### config.mk
export PLATFORM = sky130hd
export DESIGN_NAME = rrcb_front
export DESIGN_NICKNAME = d
export VERILOG_FILES = /design/src/sv/rounded_rect_coverage_blend_assert.svh /design/src/sv/rrcb_pkg.sv /design/src/sv/rrcb_front.sv
export SDC_FILE = /design/constraint.sdc
export NUM_CORES = 1
export LEC_CHECK = 0
export BUFFER_PORTS_ARGS = -buffer_cell sky130_fd_sc_hd__buf_2
export CAP_MARGIN = 40
export CORE_ASPECT_RATIO = 0.75
export CORE_MARGIN = 5
export CORE_UTILIZATION = 40
export DETAILED_ROUTE_END_ITERATION = 12
export PLACE_DENSITY = 0.56
export SLEW_MARGIN = 20
export SYNTH_ARGS = -nofsm -noshare
export SYNTH_HDL_FRONTEND = slang
export SYNTH_SLANG_ARGS = --single-unit
### constraint.sdc
create_clock -name clk -period 6.8 [get_ports clk]
set_input_delay 0.34 -clock clk [delete_from_list [all_inputs] [get_ports clk]]
set_output_delay 0.34 -clock clk [all_outputs]
set_load 0.01 [all_outputs]
### src/sv/rounded_rect_coverage_blend_assert.svh
// ----------------------------------------------------------------------------
// Rounded-rect coverage blend assertion macros
// Shared property shapes for the blend pipeline and its queues.
// ----------------------------------------------------------------------------
`ifndef ROUNDED_RECT_COVERAGE_BLEND_ASSERT_SVH
`define ROUNDED_RECT_COVERAGE_BLEND_ASSERT_SVH

// Same-cycle implication, sampled on clk, off during rst
`define RRCB_ASSERT_IMP(name, ante, cons) \
  name: assert property (@(posedge clk) disable iff (rst) (ante) |-> (cons)) \
    else $error("rrcb same-cycle check failed");

// Next-cycle implication, sampled on clk, off during rst
`define RRCB_ASSERT_NEXT(name, ante, cons) \
  name: assert property (@(posedge clk) disable iff (rst) (ante) |=> (cons)) \
    else $error("rrcb next-cycle check failed");

`endif

### src/sv/rrcb_pkg.sv
// ----------------------------------------------------------------------------
// rrcb_pkg
// Shared constants and types for the rounded-rect coverage blend unit.
// ----------------------------------------------------------------------------
package rrcb_pkg;

  localparam int COORD_BITS_DEF = 12;
  localparam int FRAC_BITS_DEF  = 4;
  localparam int QUEUE_DEPTH    = 2;

  // Register index codes
  localparam int CFG_INDEX_W = 3;
  localparam logic [CFG_INDEX_W-1:0] REG_SCISSOR_LEFT   = 3'd0;
  localparam logic [CFG_INDEX_W-1:0] REG_SCISSOR_TOP    = 3'd1;
  localparam logic [CFG_INDEX_W-1:0] REG_SCISSOR_WIDTH  = 3'd2;
  localparam logic [CFG_INDEX_W-1:0] REG_SCISSOR_HEIGHT = 3'd3;
  localparam logic [CFG_INDEX_W-1:0] REG_SCREEN_WIDTH   = 3'd4;
  localparam logic [CFG_INDEX_W-1:0] REG_SCREEN_HEIGHT  = 3'd5;

  // Classification flags handed from front to back
  typedef struct packed {
    logic clip_ok;
    logic in_rect;
    logic corner_hit;
  } geom_t;

endpackage

### src/sv/rrcb_front.sv
// ----------------------------------------------------------------------------
// rrcb_front
// Holds the clip registers and classifies each pixel: scissor/screen test,
// rectangle test, corner selection and corner-centre offsets.
// ----------------------------------------------------------------------------
module rrcb_front import rrcb_pkg::*; #(
  parameter int COORD_BITS = COORD_BITS_DEF,
  parameter int FRAC_BITS  = FRAC_BITS_DEF
) (
  input  logic                       clk,
  input  logic                       rst,
  input  logic                       cfg_write,
  input  logic [CFG_INDEX_W-1:0]     cfg_index,
  input  logic [COORD_BITS:0]        cfg_data,
  input  logic [COORD_BITS-1:0]      pixel_x,
  input  logic [COORD_BITS-1:0]      pixel_y,
  input  logic signed [COORD_BITS:0] rect_left,
  input  logic signed [COORD_BITS:0] rect_top,
  input  logic [COORD_BITS:0]        rect_width,
  input  logic [COORD_BITS:0]        rect_height,
  input  logic [FRAC_BITS+7:0]       radius_top_left,
  input  logic [FRAC_BITS+7:0]       radius_top_right,
  input  logic [FRAC_BITS+7:0]       radius_bottom_right,
  input  logic [FRAC_BITS+7:0]       radius_bottom_left,
  output geom_t                      geom,
  output logic signed [FRAC_BITS+9:0] dx,
  output logic signed [FRAC_BITS+9:0] dy,
  output logic [FRAC_BITS+7:0]       radius
);

  localparam int C  = COORD_BITS;
  localparam int F  = FRAC_BITS;
  localparam int IW = C + 3;
  localparam int W  = IW + F + 1;
  localparam int SD = F + 10;
  localparam int RW = F + 8;
  localparam logic signed [W-1:0] HALF_FX = W'(1) <<< (F - 1);

  logic [C-1:0] scissor_left;
  logic [C-1:0] scissor_top;
  logic [C:0]   scissor_width;
  logic [C:0]   scissor_height;
  logic [C:0]   screen_width;
  logic [C:0]   screen_height;

  logic signed [IW-1:0] px_i, py_i, rx_i, ry_i, rr_i, rb_i;
  logic signed [W-1:0]  pxs, pys, pxf, pyf, lf, tf, rf, bf;
  logic signed [W-1:0]  r0, r1, r2, r3, dx_w, dy_w;
  logic                 hit_tl, hit_tr, hit_bl, hit_br;
  logic [C+1:0]         sx_end, sy_end;

  // Write clip registers
  always_ff @(posedge clk) begin
    if (rst) begin
      scissor_left   <= '0;
      scissor_top    <= '0;
      scissor_width  <= (C+1)'(1) << C;
      scissor_height <= (C+1)'(1) << C;
      screen_width   <= (C+1)'(1) << C;
      screen_height  <= (C+1)'(1) << C;
    end else if (cfg_write) begin
      case (cfg_index)
        REG_SCISSOR_LEFT:   scissor_left   <= cfg_data[C-1:0];
        REG_SCISSOR_TOP:    scissor_top    <= cfg_data[C-1:0];
        REG_SCISSOR_WIDTH:  scissor_width  <= cfg_data;
        REG_SCISSOR_HEIGHT: scissor_height <= cfg_data;
        REG_SCREEN_WIDTH:   screen_width   <= cfg_data;
        REG_SCREEN_HEIGHT:  screen_height  <= cfg_data;
        default: ;
      endcase
    end
  end

  // Integer coordinates and rectangle bounds
  assign px_i = $signed({{(IW-C){1'b0}}, pixel_x});
  assign py_i = $signed({{(IW-C){1'b0}}, pixel_y});
  assign rx_i = $signed({{(IW-C-1){rect_left[C]}}, rect_left});
  assign ry_i = $signed({{(IW-C-1){rect_top[C]}}, rect_top});
  assign rr_i = rx_i + $signed({{(IW-C-1){1'b0}}, rect_width});
  assign rb_i = ry_i + $signed({{(IW-C-1){1'b0}}, rect_height});

  // Fixed-point positions
  assign pxs = $signed({px_i[IW-1], px_i, {F{1'b0}}});
  assign pys = $signed({py_i[IW-1], py_i, {F{1'b0}}});
  assign lf  = $signed({rx_i[IW-1], rx_i, {F{1'b0}}});
  assign tf  = $signed({ry_i[IW-1], ry_i, {F{1'b0}}});
  assign rf  = $signed({rr_i[IW-1], rr_i, {F{1'b0}}});
  assign bf  = $signed({rb_i[IW-1], rb_i, {F{1'b0}}});
  assign pxf = pxs + HALF_FX;
  assign pyf = pys + HALF_FX;
  assign r0  = $signed({{(W-RW){1'b0}}, radius_top_left});
  assign r1  = $signed({{(W-RW){1'b0}}, radius_top_right});
  assign r2  = $signed({{(W-RW){1'b0}}, radius_bottom_right});
  assign r3  = $signed({{(W-RW){1'b0}}, radius_bottom_left});

  // Corner squares
  assign hit_tl = (pxs < lf + r0) && (pys < tf + r0);
  assign hit_tr = (pxs >= rf - r1) && (pys < tf + r1);
  assign hit_bl = (pxs < lf + r3) && (pys >= bf - r3);
  assign hit_br = (pxs >= rf - r2) && (pys >= bf - r2);

  // Pick the first corner in order and form offsets to its centre
  always_comb begin
    dx_w   = '0;
    dy_w   = '0;
    radius = '0;
    if (hit_tl) begin
      radius = radius_top_left;
      dx_w   = lf + r0 - pxf;
      dy_w   = tf + r0 - pyf;
    end else if (hit_tr) begin
      radius = radius_top_right;
      dx_w   = pxf - (rf - r1);
      dy_w   = tf + r1 - pyf;
    end else if (hit_bl) begin
      radius = radius_bottom_left;
      dx_w   = lf + r3 - pxf;
      dy_w   = pyf - (bf - r3);
    end else if (hit_br) begin
      radius = radius_bottom_right;
      dx_w   = pxf - (rf - r2);
      dy_w   = pyf - (bf - r2);
    end
  end

  assign dx = dx_w[SD-1:0];
  assign dy = dy_w[SD-1:0];

  // Scissor and screen test
  assign sx_end = {2'b00, scissor_left} + {1'b0, scissor_width};
  assign sy_end = {2'b00, scissor_top} + {1'b0, scissor_height};

  always_comb begin
    geom.in_rect    = (px_i >= rx_i) && (px_i < rr_i) && (py_i >= ry_i) && (py_i < rb_i);
    geom.corner_hit = hit_tl || hit_tr || hit_bl || hit_br;
    geom.clip_ok    = (pixel_x >= scissor_left) && ({2'b00, pixel_x} < sx_end) &&
                      (pixel_y >= scissor_top) && ({2'b00, pixel_y} < sy_end) &&
                      ({1'b0, pixel_x} < screen_width) && ({1'b0, pixel_y} < screen_height);
  end

endmodule

=== Yosys cells after proc, flatten, opt, wreduce, memory -nomap -nowiden ===
Cells that the tools add are included.

* Logic and storage cells: 85
* Input port bits: 143
* Output and inout port bits: 43
* Register bits: 76

* Reductions and logical operators: 22
* Order comparisons: 18
* $add $sub $neg: 22
* Muxes and demuxes: 12
* Equal/unequal tests: 5

{| class="wikitable"
|+ Operator list
! cell !! count
|-
| 2-to-1 mux 14 bit || 8
|-
| subtractor 14 bit || 8
|-
| greater-or-equal comparator 17 x 20 -> 1 bit || 4
|-
| subtractor 19 x 13 -> 20 bit || 4
|-
| adder 17 x 13 -> 18 bit || 4
|-
| less-than comparator 17 x 18 -> 1 bit || 4
|-
| 2-to-1 mux 12 bit || 4
|-
| adder 13 x 14 -> 15 bit || 2
|-
| less-than comparator 13 x 15 -> 1 bit || 2
|-
| adder 12 x 13 -> 14 bit || 2
|-
| adder 14 x 4 -> 14 bit, second input constant || 2
|-
| less-than comparator 12 x 14 -> 1 bit || 2
|-
| greater-or-equal comparator 13 bit || 2
|-
| less-than comparator 12 x 13 -> 1 bit || 2
|-
| greater-or-equal comparator 12 bit || 2
|-
| logical AND 1 bit || 12
|-
| AND reduction 2 bit || 6
|-
| == test 3 x 2 -> 1 bit, second input constant || 2
|-
| == test 3 bit, second input constant || 2
|-
| == test 3 x 1 -> 1 bit, second input constant || 1
|-
| zero test 3 bit || 1
|-
| logical OR 1 bit || 3
|}

=== Longest topological paths before layout ===
* Word-level depth: 8
* Depth in mapped cells: 26
* Mapped depth without buffers: 24

=== Worst setup path after synthesis ===
Ideal clock, no wire load.

* Path type: input to output
* Start point: in rect_top[0]
* End point: out dy[0]
* Setup slack: 1.124 ns
* Stages: 21
* Buffers on the path: 2
* Arrival: 5.336 ns
* Data required time: 6.460 ns
* Cells stage by stage: ha_1 -> fa_1 -> a21o_1 -> a21oi_1 -> xnor2_1 -> ha_1 -> or4_1 -> o31ai_1 -> o211ai_1 -> or3_1 -> and2_1 -> ha_1 -> a2111oi_0 -> o2bb2ai_1 -> a41o_1 -> a2111oi_2 -> nor3_2 -> clkbuf_1 -> nand3_1 -> a31oi_1 -> buf_4

* Cells in the longest elaborated chain, start to end: 8
* Elaborated cells between the ends (all ways): 17
* Those cells by class: add/sub (5); order compare (4); mux (4); reduce/logical (4)

{| class="wikitable"
|+ RTL lines
! item !! line !! text
|-
| start: declaration || rrcb_front.sv:18 || <nowiki>input logic signed [COORD_BITS:0] rect_top,</nowiki>
|-
| adder 13 x 14 -> 15 bit || rrcb_front.sv:80 || <nowiki>assign rb_i = ry_i + $signed({{(IW-C-1){1'b0}}, rect_height});</nowiki>
|-
| subtractor 19 x 13 -> 20 bit || -- ||
|-
| greater-or-equal comparator 17 x 20 -> 1 bit || rrcb_front.sv:100 || <nowiki>assign hit_br = (pxs >= rf - r2) && (pys >= bf - r2);</nowiki>
|-
| logical AND 1 bit || rrcb_front.sv:100 ||
|-
| 2-to-1 mux 14 bit || rrcb_front.sv:119 || <nowiki>end else if (hit_br) begin</nowiki>
|-
| 2-to-1 mux 14 bit || rrcb_front.sv:115 || <nowiki>end else if (hit_bl) begin</nowiki>
|-
| 2-to-1 mux 14 bit || rrcb_front.sv:111 || <nowiki>end else if (hit_tr) begin</nowiki>
|-
| 2-to-1 mux 14 bit (*) || rrcb_front.sv:107 || <nowiki>if (hit_tl) begin</nowiki>
|-
| end: declaration || rrcb_front.sv:27 || <nowiki>output logic signed [FRAC_BITS+9:0] dy,</nowiki>
|}

Mark *: on every way between the ends. The rest lies on a longest branch, timed or not.

=== Worst setup path after layout ===
* Start point: in rect_top[1]
* End point: out dy[11]

* Cells in the longest elaborated chain, start to end: 8
* Elaborated cells between the ends (all ways): 21
* Those cells by class: add/sub (9); order compare (4); mux (4); reduce/logical (4)

{| class="wikitable"
|+ RTL lines
! item !! line !! text
|-
| adder 13 x 14 -> 15 bit || rrcb_front.sv:80 ||
|-
| subtractor 19 x 13 -> 20 bit || rrcb_front.sv:122 || <nowiki>dy_w = pyf - (bf - r2);</nowiki>
|-
| greater-or-equal comparator 17 x 20 -> 1 bit || rrcb_front.sv:100 ||
|-
| logical AND 1 bit || rrcb_front.sv:100 ||
|-
| 2-to-1 mux 14 bit || rrcb_front.sv:119 ||
|-
| 2-to-1 mux 14 bit || rrcb_front.sv:115 ||
|-
| 2-to-1 mux 14 bit || rrcb_front.sv:111 ||
|-
| 2-to-1 mux 14 bit (*) || rrcb_front.sv:107 ||
|}

Marks and branches as above.

==> reports/qor.txt <==
DR WL/cell -> 20.0 um
placed cell area -> 0.0186 mm^2
max-slew violations -> 0
H-tree Lvls -> 3
Site Rows -> 65
Cell variety after synth -> 93
register area share after synthesis -> 8.90%
Mapped Nets -> 2858
cell count after synthesis -> 2344
multi-input logic area -> 0.0144 mm^2
CTS Buf Count -> 9
clk_lat worst skew -> 330 ps
commonest non-fill, non-tap cell in the layout -> ha_1
fmax -> 153 MHz
crit path DAT -> 6210 ps
Power, Total -> 0.00413 W
post-layout min period -> 6550 ps
Synth Warn # -> 0
Layout area overhead -> 11.4%
Flop pwr share -> 11.2%
final wirelength -> 61500 um
Tightest Pin Transition -> 955 ps
max-capacitance violation count -> 0
# diodes -> 0
Via-to-Cell Ratio -> 5.73
share of layout cells above drive strength 1 -> 10.8%
GR Util All Layers -> 24.7%
remaining global-route overflow -> 0
DRT Pass-1 Iters -> 5
GP Congestion -> 0.938
first-pass GRT wire length -> 92800 um
Clock Sinks -> 76
WS Path Type -> in -> out
Leak Pwr -> 8.91 nW
synthesized area -> 0.0171 mm^2
Detailed Place HPWL -> 51100 um
die width -> 249 um
initial DRC count -> 1259
die area -> 0.0470 mm^2
Seq. cell area -> 0.00152 mm^2
status -> finished clean
io pins -> 186
initial antenna violation count -> 3
fillcell total -> 4333
Final Skew -> 0 ps
Post-synth EDFFs -> 0
Setup crit end kind -> primary output
number of port buffers -> 185
fin area -> 0.0190 mm^2
Internal -> 0.00210 W
CTS tree -> built
Clk pin slew, worst setup/hold paths -> 60 ps
worst endpoint required time -> 6460 ps
most frequent cells in the layout -> ha_1 (359), nand2_1 (276), inv_1 (239), a21oi_1 (235), buf_2 (185)
switching share of power -> 49.2%
number of synthesized register bits -> 76
Post-synth top flop -> dfxtp_1
vias in the first global route -> 16600
Post CTS Setup Buffer Count -> 0
Setup-failing EPs final -> 0
worst hold slack -> 317 ps
drt drc -> 0
net switching power -> 0.00203 W
clock group share of total power -> 13.5%
Fin. Hold Viols -> 0
pwr/cell area -> 217 mW/mm^2
Startpoint Class -> primary input
Slew HR -> 36.2%
Max IR drop VDD -> 0.000125 V
syn_area_per_cell -> 7.29 um^2
largest net degree at the start of global routing -> 77
Final Net Count -> 3009
clock root buffer -> clkbuf_16
Starting Density -> 40.6%
Tcrit/Tclk final -> 96.3%
combinational fraction of design power -> 75.3%
Post-CTS Hold Buffers -> 0
CP Max Fanout -> 7
RSZ-0062 raised after global routing -> true
via count -> 17600
Hold WC Path Type -> in -> reg
post-route ant nets -> 0
asr flop ratio synth -> 0%
Vert. Die Dim -> 189 um
final core utilization -> 45.2%
post-CTS sizing -> 0
CTS max path bufs -> 2
core area -> 0.0421 mm^2
## cell type report
type                       count  area share [%]
clock inverter                 4           0.499
clock buffer                  12            1.35
inverter                     239            4.71
timing repair buffer         203            5.89
sequential                    76            7.99
tap                          569            3.74
multi-input combinational   1966            75.8
## registers in the layout, indices dropped and copies added, names as in the netlist
register,flops
scissor_top,12
scissor_height,13
scissor_width,13
screen_height,13
screen_width,13
scissor_left,12
## worst paths after layout
check	slack, ps	depth (start not counted)	endpoint	start
worst min-delay path	320	3	scissor_height[12]	cfg_data[12]
worst min register to register	450	2	screen_height[2]	screen_height[2]
worst max register to register	6080	2	scissor_height[1]	scissor_height[1]
worst max-delay path	250	23	dy[11]	rect_top[1]
## synth_stat cells (8+ instances only)
cell type | count | area [um^2]
clkbuf_1 | 40 | 150
and2_1 | 15 | 93.8
nand3b_1 | 10 | 75.1
o21ai_0 | 106 | 531
nand2b_1 | 28 | 175
a21oi_1 | 235 | 1180
a211o_1 | 8 | 70.1
o21bai_1 | 28 | 210
dfxtp_1 | 76 | 1520
nor2b_1 | 39 | 244
or2_2 | 16 | 100
ha_1 | 359 | 4490
nand3_1 | 54 | 270
and3_1 | 17 | 106
o211ai_1 | 20 | 150
buf_2 | 13 | 65.1
a211oi_1 | 14 | 105
xnor2_1 | 131 | 1150
nand4_1 | 9 | 56.3
a21boi_0 | 14 | 105
a31oi_1 | 52 | 325
nand2_1 | 276 | 1040
inv_1 | 239 | 897
or3_1 | 17 | 106
fa_1 | 12 | 240
o22ai_1 | 37 | 231
nor3_1 | 36 | 180
a21o_1 | 74 | 556
o21a_1 | 33 | 248
a2111oi_0 | 9 | 78.8
nor2_1 | 127 | 477
xor2_1 | 55 | 482
## power groups by stage
stage / logic, W / clock network, W / registers (W)
after CTS: 0.00306 / 0.000568 / 0.000462
after floorplan: 0.00216 / 0 / 0.000470
after detailed placement: 0.00304 / 0 / 0.000472
after global routing: 0.00340 / 0.000588 / 0.000464
final: 0.00311 / 0.000559 / 0.000463
after global placement: 0.00299 / 0 / 0.000472
## per-stage QoR
stage | worst slack (ps) | TNS (ps) | std cells
4_1_cts | 81.9 | 0 | 3069
2_1_floorplan | 1120 | 0 | 2344
3_3_place_gp | 237 | 0 | 3050
5_1_grt | -34.2 | -101 | 3069
6_report | 255 | 0 | 3069
3_5_place_dp | 101 | 0 | 3053
## per-layer routing
layer | track usage, % | wire, um | up-vias
met4 | 5.18 | 1370 | 2
met2 | 36.4 | 24800 | 642
met5 | 0 | 13 | -
met3 | 4.74 | 5390 | 80
met1 | 37.1 | 30000 | 8190
li1 | - | - | 8674
## critical path: stages
cell and delay [ps]:
buf_2 170, ha_1 300, a21o_1 170, a21oi_2 260, o21bai_1 100, a21oi_1 270
xnor2_1 200, ha_1 230, or4_1 570, o31ai_2 290, o211ai_1 210, or3_1 410
and2_1 180, ha_1 180, a2111oi_0 450, o2bb2ai_1 210, a41o_1 180, a2111oi_4 100
nor3_4 250, nand2_1 140, or3_1 450, a31oi_1 340, buf_2 200
## kinds of logic (layout without fill, tap and decap cells)
logic type / count (synthesis) / after routing / synth area share [%]
AOI/OAI and AO/OA: 724 / 724 / 27.5
and+or+nand+nor: 678 / 678 / 18.9
adders and majority gates: 372 / 372 / 27.7
buffers and inverters: 302 / 458 / 7.01
xor gates and xnor gates: 187 / 187 / 9.63
DFF: 76 / 76 / 8.90
muxes: 5 / 5 / 0.315
Note: power is estimated with default switching activity, not from simulation.
