### config.mk
export PLATFORM = sky130hd
export DESIGN_NAME = rrcb_queue
export DESIGN_NICKNAME = d
export VERILOG_FILES = /design/src/sv/rrcb_pkg.sv /design/src/sv/rrcb_queue.sv
export VERILOG_INCLUDE_DIRS = /design/src /design/src/sv
export SDC_FILE = /design/constraint.sdc
export NUM_CORES = 1
export LEC_CHECK = 0
export BUFFER_PORTS_ARGS = -buffer_cell sky130_fd_sc_hd__buf_4
export CAP_MARGIN = 25
export CORE_ASPECT_RATIO = 0.75
export CORE_MARGIN = 5
export CORE_UTILIZATION = 40
export DETAILED_ROUTE_END_ITERATION = 7
export PLACE_DENSITY = 0.64
export SLEW_MARGIN = 20
export SYNTH_ARGS = -nofsm -noshare
export SYNTH_HDL_FRONTEND = slang
export SYNTH_SLANG_ARGS = --single-unit
### constraint.sdc
create_clock -name clk -period 1.7 [get_ports clk]
set_input_delay 0.085 -clock clk [delete_from_list [all_inputs] [get_ports clk]]
set_output_delay 0.085 -clock clk [all_outputs]
set_load 0.01 [all_outputs]
### src/sv/rounded_rect_coverage_blend_assert.svh
// ----------------------------------------------------------------------------
// Rounded-rect coverage blend assertion macros
// Shared property shapes for the blend pipeline and its queues.
// ----------------------------------------------------------------------------
`ifndef ROUNDED_RECT_COVERAGE_BLEND_ASSERT_SVH
`define ROUNDED_RECT_COVERAGE_BLEND_ASSERT_SVH

// Same-cycle implication, sampled on clk, off during rst
`define RRCB_ASSERT_IMP(name, ante, cons) \
  name: assert property (@(posedge clk) disable iff (rst) (ante) |-> (cons)) \
    else $error("rrcb same-cycle check failed");

// Next-cycle implication, sampled on clk, off during rst
`define RRCB_ASSERT_NEXT(name, ante, cons) \
  name: assert property (@(posedge clk) disable iff (rst) (ante) |=> (cons)) \
    else $error("rrcb next-cycle check failed");

`endif

### src/sv/rrcb_pkg.sv
// ----------------------------------------------------------------------------
// rrcb_pkg
// Shared constants and types for the rounded-rect coverage blend unit.
// ----------------------------------------------------------------------------
package rrcb_pkg;

  localparam int COORD_BITS_DEF = 12;
  localparam int FRAC_BITS_DEF  = 4;
  localparam int QUEUE_DEPTH    = 2;

  // Register index codes
  localparam int CFG_INDEX_W = 3;
  localparam logic [CFG_INDEX_W-1:0] REG_SCISSOR_LEFT   = 3'd0;
  localparam logic [CFG_INDEX_W-1:0] REG_SCISSOR_TOP    = 3'd1;
  localparam logic [CFG_INDEX_W-1:0] REG_SCISSOR_WIDTH  = 3'd2;
  localparam logic [CFG_INDEX_W-1:0] REG_SCISSOR_HEIGHT = 3'd3;
  localparam logic [CFG_INDEX_W-1:0] REG_SCREEN_WIDTH   = 3'd4;
  localparam logic [CFG_INDEX_W-1:0] REG_SCREEN_HEIGHT  = 3'd5;

  // Classification flags handed from front to back
  typedef struct packed {
    logic clip_ok;
    logic in_rect;
    logic corner_hit;
  } geom_t;

endpackage

### src/sv/rrcb_queue.sv
// ----------------------------------------------------------------------------
// rrcb_queue
// Small first-word-fall-through queue with push/full and pop/empty sides.
// ----------------------------------------------------------------------------
`include "rounded_rect_coverage_blend_assert.svh"

module rrcb_queue import rrcb_pkg::*; #(
  parameter int WIDTH = 8,
  parameter int DEPTH = QUEUE_DEPTH
) (
  input  logic             clk,
  input  logic             rst,
  input  logic             push,
  input  logic [WIDTH-1:0] wdata,
  output logic             full,
  input  logic             pop,
  output logic             empty,
  output logic [WIDTH-1:0] rdata
);

  localparam int PTR_W = (DEPTH > 1) ? $clog2(DEPTH) : 1;
  localparam int CNT_W = $clog2(DEPTH + 1);

  logic [WIDTH-1:0] mem [DEPTH];
  logic [PTR_W-1:0] wr_ptr;
  logic [PTR_W-1:0] rd_ptr;
  logic [CNT_W-1:0] count;
  logic             push_fire;
  logic             pop_fire;

  assign full      = (count == CNT_W'(DEPTH));
  assign empty     = (count == '0);
  assign push_fire = push && !full;
  assign pop_fire  = pop && !empty;
  assign rdata     = mem[rd_ptr];

  // Store the incoming request
  always_ff @(posedge clk) begin
    if (push_fire) begin
      mem[wr_ptr] <= wdata;
    end
  end

  // Advance pointers and occupancy
  always_ff @(posedge clk) begin
    if (rst) begin
      wr_ptr <= '0;
      rd_ptr <= '0;
      count  <= '0;
    end else begin
      if (push_fire) begin
        wr_ptr <= (wr_ptr == PTR_W'(DEPTH - 1)) ? '0 : wr_ptr + 1'b1;
      end
      if (pop_fire) begin
        rd_ptr <= (rd_ptr == PTR_W'(DEPTH - 1)) ? '0 : rd_ptr + 1'b1;
      end
      if (push_fire && !pop_fire) begin
        count <= count + 1'b1;
      end else if (pop_fire && !push_fire) begin
        count <= count - 1'b1;
      end
    end
  end

  `RRCB_ASSERT_NEXT(a_push_not_empty, push_fire && !pop_fire, !empty)
  `RRCB_ASSERT_NEXT(a_last_pop_empty, pop_fire && !push_fire && count == CNT_W'(1), empty)
  `RRCB_ASSERT_IMP(a_full_not_empty, full, !empty)

endmodule

Yosys cells after proc, flatten, opt, wreduce, memory -nomap -nowiden
Memory sizes are Yosys's and may differ from the RTL's. A register that Yosys moved wholly into a read port is not among the register bits.
Cells that the tools add are included.
{ "word_totals": {"reg_bits": 4, "out_inout_bits": 10, "memories": 1, "input_bits": 12, "ramBits": 16, "wordCells": 27} }
{ "op_classes": {"reduce_logical": 10, "muxes": 8, "eq_ne": 1, "n_addsub": 4} }
{ "memory_table": {"columns": ["name", "words", "width", "rd", "rd_clocked_by_memory_dff", "wr", "line", "text"], "rows": [
  ["mem", 2, 8, 1, 1, 1, "rrcb_queue.sv:24", "logic [WIDTH-1:0] mem [DEPTH];"]
]} }
{ "op_table": {"columns": ["op", "count"], "rows": [
  ["$mux W1", 6],
  ["$logic_and A1 B1 Y1", 4],
  ["$logic_not A1 Y1", 4],
  ["$mux W2", 2],
  ["$add A1 B1 Y1 const B", 2],
  ["$add A2 B1 Y2 const B", 1],
  ["$eq A2 B2 Y1 const B", 1],
  ["$logic_not A2 Y1", 1],
  ["$reduce_bool A2 Y1", 1],
  ["$sub A2 B1 Y2 const B", 1]
]} }

Logic depth before layout (Yosys ltp)
Gate-level depths: netlist (run 1).
{ "depth": {"ltp_word": 7, "depth_mapped": 6, "depth_no_buf": 6} }

Worst setup path after synthesis (run 1)
Ideal clock, no wire load.
{ "synth_timing": {"path_type": "flip-flop to flip-flop", "startpoint": "reg count[1]", "endpoint": "reg count[1]", "required_time_ps": 1630, "t_arrival_ps": 1422, "n_path_buf": 0, "stages_incl_launch_ff": 6, "setup_ps": 70, "period_less_slack_ps": 1492, "setup_slack_ps": 208, "path_cell_list": "dfxtp_1 nor2b_2 nor2_1 ha_1 or3_1 a21oi_1"} }
{ "synth_via": {"elab_chain_cells": 6, "elab_cells_between_ends": 15, "cone_classes": "add/sub: 2; eq/ne: 1; mux: 2; reduce/logical: 10"} }
{ "synth_lines": {"columns": ["item", "line", "text"], "rows": [
  ["start: declaration", "rrcb_queue.sv:27", "logic [CNT_W-1:0] count;"],
  ["start signal: assignment", "rrcb_queue.sv:58", "count <= count + 1'b1;"],
  ["start signal: assignment", "rrcb_queue.sv:60", "count <= count - 1'b1;"],
  ["$eq A2 B2 Y1 (*)", "rrcb_queue.sv:31", "assign full = (count == CNT_W'(DEPTH));"],
  ["via full", "rrcb_queue.sv:15", "output logic full,"],
  ["$logic_not A1 Y1 (*)", "rrcb_queue.sv:33", "assign push_fire = push && !full;"],
  ["$logic_and A1 B1 Y1 (*)", "rrcb_queue.sv:33", null],
  ["$logic_not A1 Y1", "rrcb_queue.sv:59", "end else if (pop_fire && !push_fire) begin"],
  ["$logic_and A1 B1 Y1", "rrcb_queue.sv:59", null],
  ["$reduce_bool A2 Y1 (no line)", null, null]
]} }
Mark *: on every way through the listed nets, which the timed path passes. The rest lies on a longest branch. The select of a mux whose other input is x is not followed.
A chain may end at the register's enable or synchronous reset.

Worst setup path after layout (run 1)
{ "layout_timing": {"startpoint": "reg count[0]", "endpoint": "reg count[1]"} }
{ "layout_via": {"elab_chain_cells": 6, "elab_cells_between_ends": 15, "cone_classes": "add/sub: 2; eq/ne: 1; mux: 2; reduce/logical: 10"} }
{ "layout_lines": {"columns": ["item", "line"], "rows": [
  ["$eq A2 B2 Y1 or $logic_not A2 Y1 (tied branches)", "rrcb_queue.sv:31, rrcb_queue.sv:32"],
  ["$logic_not A1 Y1 (on tied branches)", "rrcb_queue.sv:33, rrcb_queue.sv:34"],
  ["$logic_and A1 B1 Y1 (on tied branches)", "rrcb_queue.sv:33, rrcb_queue.sv:34"],
  ["$logic_not A1 Y1 (on tied branches)", "rrcb_queue.sv:59, rrcb_queue.sv:57"],
  ["$logic_and A1 B1 Y1 (on tied branches)", "rrcb_queue.sv:59, rrcb_queue.sv:57"],
  ["$reduce_bool A2 Y1 (no line) or $mux W2 (tied branches)", null]
]} }
Several ways; a longest one is shown, not always the timed one. The select of a mux whose other input is x is not followed.

==> results of run 1 <==
## metal layers
metal / vias up / part of all wire / global-route usage
met5: - / 0 / 0
met4: 0 / 0.014 / 0.05300
met3: 2 / 0.046 / 0.04787
met2: 12 / 0.52 / 0.1761
met1: 229 / 0.42 / 0.1087
li1: 248 / - / -
## area by class of cell
cell class,count,share of cell area
clock buffer,4,0.02403
inverter,2,0.006865
multi-input combinational,26,0.1831
sequential,21,0.5320
tap,24,0.02746
timing repair buffer,30,0.2265
## layout by cell type, fill, tap and decap left out, drive strengths merged
| master | count |
|---|---|
| buf | 21 |
| edfxtp | 16 |
| dlygate4sd3 | 9 |
| mux2 | 8 |
| nor2 | 5 |
| dfxtp | 5 |
| clkbuf | 4 |
| o21ai | 3 |
| xor2 | 3 |
| inv | 2 |
| or3 | 2 |
| a21oi | 2 |
| nor2b | 1 |
| and2 | 1 |
| ha | 1 |
## worst max-delay path, stage by stage, from the launching register on
cell	delay (ns)
sky130_fd_sc_hd__dfxtp_1	0.37
sky130_fd_sc_hd__o21ai_0	0.30
sky130_fd_sc_hd__ha_1	0.31
sky130_fd_sc_hd__or3_1	0.37
sky130_fd_sc_hd__a21oi_1	0.14
## state kept, by name, summed over array words and instances, names as in the netlist, named ones only
name    cells
rd_ptr      1
mem        16
wr_ptr      1
count       2
## cell families after synthesis
kind of cell	Yosys count	synth area share
XOR/XNOR	3	0.03313
AO/OA/AOI/OAI	5	0.03154
adder cells (fa/ha/maj)	1	0.01577
multiplexers	8	0.1136
buffers and inverters	3	0.01577
flip-flops	21	0.7319
AND/OR/NAND/NOR	9	0.05837
## power by group through the flow
| stage | clock [uW] | combinational [uW] | sequential, uW |
|---|---|---|---|
| after global routing | 263 | 520 | 741 |
| after floorplan | 0 | 303 | 699 |
| after global placement | 0 | 459 | 732 |
| final | 228 | 473 | 724 |
| after detailed placement | 0 | 464 | 736 |
| after CTS | 241 | 484 | 726 |
## timing repair
item,4_1_cts,5_1_grt
setup buffers,0,0
hold endpoints to repair,21,0
endpoints found under the setup margin,0,1
gates resized for setup,0,1
hold buffers,9,0
## how the worst min path moves through the flow
stage | from | endpoint | slack [ns] | cells after the start
finish | push | wr_ptr$_SDFFE_PP0N_ | 0.17 | 4
global route | push | wr_ptr$_SDFFE_PP0N_ | 0.16 | 4
CTS | push | wr_ptr$_SDFFE_PP0N_ | 0.15 | 4
detailed placement | wdata[6] | mem[1][6]$_DFFE_PP_ | 0.28 | 1
global placement | wdata[3] | mem[0][3]$_DFFE_PP_ | 0.27 | 1
floorplan | rst | count[1]$_SDFFE_PP0P_ | 0.15 | 1
## per-stage QoR
step	setup slack (ns)	area, sq um	utilization
final	0.1505	1094	0.5624
after global routing	0.02337	1094	0.5624
after CTS	0.1403	1092	0.5618
after detailed placement	0.1542	975.9	0.5019
after global placement	0.1993	975.9	0.5019
after floorplan	0.2081	793.3	-
==> results.py, run 1 <==
metrics = {
    "outcome": {
        "outcome": "completed",
    },
    "drt": {
        "wl_mm": 1.331,
        "num_vias": 491,
        "drt-vias-per-instance": 4.589,
        "detail_route.iter0.violations": 7,
        "pre_antenna_drt_iters": 4,
        "postRouteAntennaNets": 0,
        "route.detailed.drc": 0,
        "wl_per_cell_um": 12.44,
    },
    "worst_setup_path": {
        "start_kind": "flop",
        "regToRegStartpoint": "count[0]$_SDFFE_PP0P_",
        "cp-end-kind": "flop",
        "timing.critical_path.fanout_max": 5,
        "worst-r2r-setup-slack_ns": 0.15,
        "timing_worst_setup_path_type": "flop to flop",
        "critPathArrivalTime_ns": 1.78,
        "timing.critical_path.required_ns": 1.93,
        "startpoint": "count[0]$_SDFFE_PP0P_",
        "crit_path_end": "count[1]$_SDFFE_PP0P_",
        "ff2ff_path_depth": 4,
        "reg2reg_to": "count[1]$_SDFFE_PP0P_",
    },
    "die": {
        "num_io_pins": 22,
        "die-area_sq_um": 2983,
        "die_height_um": 48.57,
        "num_rows": 14,
        "die_width_um": 61.42,
        "placeableCoreArea_sq_um": 1944,
        "start_util": 0.4080,
    },
    "sta": {
        "slew-limit-headroom": 0.7261,
        "setup_tns_ns": 0,
        "final_min_period_over_clock_period": 0.9114,
        "setup_viol_count_final": 0,
        "report.final.hold_viol_count": 0,
        "report.final.slew_viol_count": 0,
        "rsz0062_at_grt": "no",
        "clock.fmax_ghz": 0.6454,
        "fin_worst_hold_slack_ns": 0.1724,
        "clock-skew-final_ns": 0.003297,
        "fin_crit_ns": 1.549,
        "worst_slew_pin_slew_ns": 0.4108,
    },
    "clock_network": {
        "tritoncts_clock_tree": "yes",
        "largest_buffer_count_on_any_clock_path": 2,
        "cts.root.buffer_cell": "sky130_fd_sc_hd__clkbuf_4",
        "numClockSinks": 21,
        "cts_max_level": 1,
        "tritoncts.num_buffers": 3,
        "clkSlewWorstSetupHoldPaths_ns": 0.11,
        "clock_insertion_delay_at_the_later_pin_of_the_skew_report_ns": 0.29,
    },
    "finish": {
        "num_antenna_cells": 0,
        "register_area_sq_um": 581.8,
        "final_layout_size_suffix_gt1_frac": 0.4096,
        "total_area_of_multi_input_combinational_cells_sq_um": 200.2,
        "final.fill_count": 173,
        "synthToLayoutAreaGrowth_pct": 37.86,
        "final_cells": 107,
        "nNetsFinal": 97,
    },
    "pwr": {
        "netSwitchingPower_uw": 409.6,
        "power.switching_fraction": 0.2876,
        "p_int_uw": 1015,
        "seq_power_share": 0.508,
        "power_frac_comb": 0.332,
        "clock_power_share": 0.160,
        "fin_total_pwr_uw": 1425,
        "vdd.ir_drop.worst_uv": 671.7,
        "powerDensity_nw_per_um2": 1303,
        "power_leakage_uw": 0.0004338,
    },
    "global_route": {
        "global_route.usage.total": 0.1057,
        "overflow": 0,
        "first_global_vias": 511,
        "largest_net_degree_at_the_start_of_global_routing": 12,
        "grt_pass1_wl_mm": 2.228,
        "antenna_found_initial": 0,
    },
    "synth": {
        "ys_seq_area_frac": 0.7319,
        "yosysWarningCount": 0,
        "synth.area.top_cells": "sky130_fd_sc_hd__edfxtp_1 (61%), sky130_fd_sc_hd__dfxtp_1 (13%), sky130_fd_sc_hd__mux2_2 (11%)",
        "postSynthAreaPerCell_sq_um": 15.87,
        "post-synth-top-count-cell": "sky130_fd_sc_hd__edfxtp_1",
        "syn_area_sq_um": 793.3,
        "synth_enable_flop_cells": 16,
        "async_reset_ff_frac": 0,
        "synth_top_cell_by_area": "sky130_fd_sc_hd__edfxtp_1",
        "syn_nets": 63,
        "synth.cells.most_frequent": "sky130_fd_sc_hd__edfxtp_1 (16), sky130_fd_sc_hd__mux2_2 (8), sky130_fd_sc_hd__dfxtp_1 (5), sky130_fd_sc_hd__nor2_1 (5)",
        "netlist_instances": 50,
        "post-synth-top-area-fraction": 0.6057,
        "yosys_register_bits": 21,
        "main_flop_type_after_synthesis": "sky130_fd_sc_hd__edfxtp_1",
        "yosys.cell_types.count": 13,
    },
    "flow_run": {
        "drv.max_cap_violation_count": 0,
    },
    "worst_hold_path": {
        "hp-class": "primary input to flop",
    },
    "placed_design": {
        "dp_cells": 94,
        "place_hpwl_um": 917.1,
        "finalWeightedCongestion": 0.7020,
        "placement.io_buffers": 21,
    },
}
No activity file was read; power rests on OpenSTA's default activity.
==> inputs of run 2 (changes only) <==
Settings changed: CORE_MARGIN 5 to unset.
==> results.py, run 2 (synthesis results as in run 1) <==
metrics = {
    "worst_setup_path": {
        "cp-end-kind": "flop",
        "ff2ff_path_depth": 5,
        "crit_path_end": "count[1]$_SDFFE_PP0P_",
        "critical_path.cell_chain": "nor2b_4 > nor2_1 > ha_1 > or3_1 > a21oi_1",
        "timing.critical_path.required_ns": 1.92,
        "path_depth": 5,
        "timing.critical_path.fanout_max": 5,
        "reg2reg_to": "count[1]$_SDFFE_PP0P_",
        "timing_worst_setup_path_type": "flop to flop",
        "critPathSlowestCell": "sky130_fd_sc_hd__dfxtp_2",
        "critPathArrivalTime_ns": 1.78,
        "worst-r2r-setup-slack_ns": 0.14,
        "critical-path-top-delay-family": "simple AND/OR/NAND/NOR gates",
        "startpoint": "count[1]$_SDFFE_PP0P_",
        "start_kind": "flop",
        "regToRegStartpoint": "count[1]$_SDFFE_PP0P_",
        "crit_buf_inv": 0,
        "crit_path_max_incr_delay_ns": 0.38,
    },
    "finish": {
        "num_antenna_cells": 0,
        "fin_util": 0.6140,
        "nNetsFinal": 97,
        "mostFrequentLayoutCells": "sky130_fd_sc_hd__buf_4 (21), sky130_fd_sc_hd__edfxtp_1 (16), sky130_fd_sc_hd__dlygate4sd3_1 (9)",
        "final_common_cell": "sky130_fd_sc_hd__buf_4",
        "final_layout_size_suffix_gt1_frac": 0.4337,
        "final.fill_count": 145,
        "synthToLayoutAreaGrowth_pct": 38.49,
        "total_area_of_multi_input_combinational_cells_sq_um": 205.2,
        "register_area_sq_um": 583.1,
        "biggestRegsByFlops": "mem x16, count x2",
        "flip_flop_count_of_the_largest_register_after_layout": 16,
        "register_name_with_the_most_flops": "mem",
    },
    "drt": {
        "num_vias": 484,
        "drt-vias-per-instance": 4.610,
        "postRouteAntennaNets": 0,
        "wl_per_cell_um": 12.32,
        "detail_route.iter0.violations": 10,
        "pre_antenna_drt_iters": 2,
        "wl_mm": 1.294,
        "route.detailed.drc": 0,
    },
    "pwr": {
        "power_leakage_uw": 0.0004382,
        "vdd.ir_drop.worst_uv": 868.1,
        "powerDensity_nw_per_um2": 1328,
        "fin_total_pwr_uw": 1459,
    },
    "placed_design": {
        "dp_worst_setup_slack_ns": 0.1625,
        "place_hpwl_um": 860.2,
        "placement.io_buffers": 21,
        "finalWeightedCongestion": 0.7960,
    },
    "worst_hold_path": {
        "hold_path_depth": 4,
        "hp-class": "primary input to flop",
    },
    "global_route": {
        "largest_net_degree_at_the_start_of_global_routing": 13,
        "grt_pass1_wl_mm": 1.994,
        "first_global_vias": 441,
        "overflow": 0,
        "global_route.usage.total": 0.1439,
        "antenna_found_initial": 0,
    },
    "die": {
        "start_util": 0.4434,
        "die-area_sq_um": 2167,
        "die_width_um": 53.42,
        "num_rows": 13,
        "die_height_um": 40.57,
        "placeableCoreArea_sq_um": 1789,
        "num_io_pins": 22,
    },
    "sta": {
        "final_min_period_over_clock_period": 0.9163,
        "worst_slew_pin_slew_ns": 0.3744,
        "fin_worst_hold_slack_ns": 0.1670,
        "setup_tns_ns": 0,
        "fin_ws_ns": 0.1423,
        "report.final.hold_viol_count": 0,
        "rsz0062_at_grt": "no",
        "fin_crit_ns": 1.558,
        "clock-skew-final_ns": 0.01372,
        "clock.fmax_ghz": 0.6420,
        "setup_viol_count_final": 0,
        "slew-limit-headroom": 0.7504,
        "report.final.slew_viol_count": 0,
    },
    "flow_run": {
        "drv.max_cap_violation_count": 0,
    },
    "clock_network": {
        "clock_insertion_delay_at_the_later_pin_of_the_skew_report_ns": 0.30,
        "tritoncts_clock_tree": "yes",
        "clkSlewWorstSetupHoldPaths_ns": 0.10,
        "cts_max_level": 1,
        "postCtsSetupRepairBufs": 0,
        "cts.root.buffer_cell": "sky130_fd_sc_hd__clkbuf_4",
        "tritoncts.num_buffers": 3,
        "numClockSinks": 21,
        "largest_buffer_count_on_any_clock_path": 2,
    },
    "outcome": {
        "outcome": "completed",
    },
}
==> run 2: worst min path at each step <==
stage	from	to	slack (ns)
floorplan	rst	count[1]$_SDFFE_PP0P_	0.15
global route	push	wr_ptr$_SDFFE_PP0N_	0.17
CTS	push	wr_ptr$_SDFFE_PP0N_	0.15
finish	push	wr_ptr$_SDFFE_PP0N_	0.17
detailed placement	wdata[3]	mem[0][3]$_DFFE_PP_	0.27
global placement	wdata[7]	mem[0][7]$_DFFE_PP_	0.27
==> run 2: what timing repair did <==
action,CTS,global route
setup endpoints to repair,0,1
resized for setup,0,4
endpoints found under the hold margin,21,0
hold buffers,9,0
==> run 2: per-layer routing <==
layer | GRT usage | vias to the layer above | wire length [um] | share of wire
li1 | - | 247 | - | -
met1 | 0.1631 | 223 | 613 | 0.47
met2 | 0.2469 | 12 | 607 | 0.47
met3 | 0.04545 | 2 | 54 | 0.042
met4 | 0.07895 | 0 | 19 | 0.015
met5 | 0 | - | 0 | 0
==> run 2: cell type report <==
class	count	area share
Clock buffer	3	0.02050
Tap cell	22	0.02506
Multi-Input combinational cell	26	0.1868
Inverter	2	0.006834
Timing Repair Buffer	30	0.2255
Sequential cell	21	0.5308
Clock inverter	1	0.004556
==> run 2: worst min-delay path, stage by stage <==
cell	delay, ns
sky130_fd_sc_hd__buf_4	0.08
sky130_fd_sc_hd__inv_1	0.05
sky130_fd_sc_hd__o21ai_0	0.15
sky130_fd_sc_hd__a21oi_1	0.06
==> run 2: report_power, final <==
| part | switching, uW | internal, uW | total, uW |
|---|---|---|---|
| clock network | 146 | 87.7 | 233 |
| registers | 75.6 | 660 | 735 |
| logic | 215 | 275 | 491 |
==> run 2: metrics by stage <==
stage	area (sq um)	std cells
finish	1099	105
global route	1099	105
CTS	1091	105
detailed placement	973.4	92
global placement	973.4	92
floorplan	793.3	50
==> inputs of run 3 (changes only) <==
Clock period 1.7 ns to 2 ns, I/O delays scaled along.
==> results.py, run 3 (synthesis results as in run 1) <==
metrics = {
    "placed_design": {
        "dp_cells": 92,
        "dp_worst_setup_slack_ns": 0.4625,
        "place_hpwl_um": 860.2,
        "dpl-instance-area_sq_um": 973.4,
        "placement.io_buffers": 21,
        "finalWeightedCongestion": 0.7960,
    },
    "flow_run": {
        "drv.max_cap_violation_count": 0,
    },
    "clock_network": {
        "clkSlewWorstSetupHoldPaths_ns": 0.10,
        "postCtsSetupRepairBufs": 0,
        "ctsResizeCount": 0,
        "cts.root.buffer_cell": "sky130_fd_sc_hd__clkbuf_4",
        "tritoncts.num_buffers": 3,
        "cts_max_level": 1,
        "cts-hold-fix-buffers": 9,
        "clock_insertion_delay_at_the_later_pin_of_the_skew_report_ns": 0.30,
        "numClockSinks": 21,
        "largest_buffer_count_on_any_clock_path": 2,
        "tritoncts_clock_tree": "yes",
    },
    "die": {
        "num_io_pins": 22,
        "die-area_sq_um": 2167,
        "placeableCoreArea_sq_um": 1789,
        "die_height_um": 40.57,
        "num_rows": 13,
        "start_util": 0.4434,
        "die_width_um": 53.42,
    },
    "drt": {
        "drt-vias-per-instance": 4.581,
        "detail_route.iter0.violations": 10,
        "num_vias": 481,
        "wl_per_cell_um": 12.32,
        "pre_antenna_drt_iters": 2,
        "route.detailed.drc": 0,
        "postRouteAntennaNets": 0,
        "wl_mm": 1.294,
    },
    "worst_setup_path": {
        "critPathArrivalTime_ns": 1.86,
        "start_kind": "flop",
        "critPathSlowestCell": "sky130_fd_sc_hd__dfxtp_1",
        "crit_path_max_incr_delay_ns": 0.40,
        "critical_path.cell_chain": "nor2b_2 > nor2_1 > ha_1 > or3_1 > a21oi_1",
        "timing.critical_path.fanout_max": 5,
        "critical-path-top-delay-family": "simple AND/OR/NAND/NOR gates",
        "timing.critical_path.required_ns": 2.22,
        "crit_buf_inv": 0,
        "cp-end-kind": "flop",
        "timing_worst_setup_path_type": "flop to flop",
    },
    "finish": {
        "final_cells": 105,
        "total_area_of_multi_input_combinational_cells_sq_um": 200.2,
        "final.fill_count": 148,
        "nNetsFinal": 97,
        "final_layout_size_suffix_gt1_frac": 0.4096,
        "final_common_cell": "sky130_fd_sc_hd__buf_4",
        "layout.cell_area.non_filler_sq_um": 1091,
        "biggestRegsByFlops": "mem x16, count x2",
        "num_antenna_cells": 0,
        "mostFrequentLayoutCells": "sky130_fd_sc_hd__buf_4 (21), sky130_fd_sc_hd__edfxtp_1 (16), sky130_fd_sc_hd__dlygate4sd3_1 (9)",
        "flip_flop_count_of_the_largest_register_after_layout": 16,
        "register_name_with_the_most_flops": "mem",
        "fin_util": 0.6098,
        "register_area_sq_um": 580.6,
        "synthToLayoutAreaGrowth_pct": 37.54,
    },
    "sta": {
        "setup_tns_ns": 0,
        "clock-skew-final_ns": 0.01296,
        "final_min_period_over_clock_period": 0.8201,
        "report.final.slew_viol_count": 0,
        "slew-limit-headroom": 0.7514,
        "fin_ws_ns": 0.3599,
        "worst_slew_pin_slew_ns": 0.3729,
        "report.final.hold_viol_count": 0,
        "rsz0062_at_grt": "no",
        "setup_viol_count_final": 0,
        "clock.fmax_ghz": 0.6097,
        "fin_crit_ns": 1.640,
    },
    "pwr": {
        "power_leakage_uw": 0.0004361,
        "vdd.ir_drop.worst_uv": 736.0,
        "powerDensity_nw_per_um2": 1121,
    },
    "worst_hold_path": {
        "hp-class": "primary input to flop",
    },
    "global_route": {
        "largest_net_degree_at_the_start_of_global_routing": 13,
        "overflow": 0,
        "first_global_vias": 441,
        "global_route.usage.total": 0.1439,
        "grt_pass1_wl_mm": 1.994,
        "antenna_found_initial": 0,
    },
    "outcome": {
        "outcome": "completed",
    },
}
run 3: path summary, 6_finish.rpt:
check | from | to | depth (start not counted) | slack (ns)
setup reg to reg | count[1]$_SDFFE_PP0P_ | count[1]$_SDFFE_PP0P_ | 5 | 0.36
hold / removal | push | wr_ptr$_SDFFE_PP0N_ | 4 | 0.18
setup / recovery | count[1]$_SDFFE_PP0P_ | count[1]$_SDFFE_PP0P_ | 5 | 0.36
hold reg to reg | wr_ptr$_SDFFE_PP0N_ | wr_ptr$_SDFFE_PP0N_ | 2 | 0.49
run 3: area by class of cell:
cell class              instances  share of cell area
clock inverters                 1            0.004587
inverters                       2            0.006881
well taps                      22             0.02523
repair buffers                 30              0.2271
multi-input cells              26              0.1835
flip-flops and latches         21              0.5321
clock buffers                   3             0.02064
run 3: routing by layer:
metal	global-route usage	wire (um)
met2	0.2469	603
met3	0.04545	54
met4	0.07895	19
met1	0.1631	616
met5	0	0
run 3: power by group:
group	switching, uW	internal, uW	leakage [uW]
sequential	59.7	557	0.000191
clock	123	74.5	0.0000177
combinational	183	227	0.000228
run 3: metrics by stage:
stage	hold WS, ns	total power (uW)
2_1_floorplan	0.1691	850.9
3_3_place_gp	0.2864	1011
3_5_place_dp	0.2875	1018
4_1_cts	0.1661	1230
5_1_grt	0.1853	1308
6_report	0.1817	1223
run 3: worst min-delay path: cells and delay by family:
kind,cells,cell delay (ns)
AOI/OAI and AO/OA,2,0.21
buffers and inverters,2,0.13
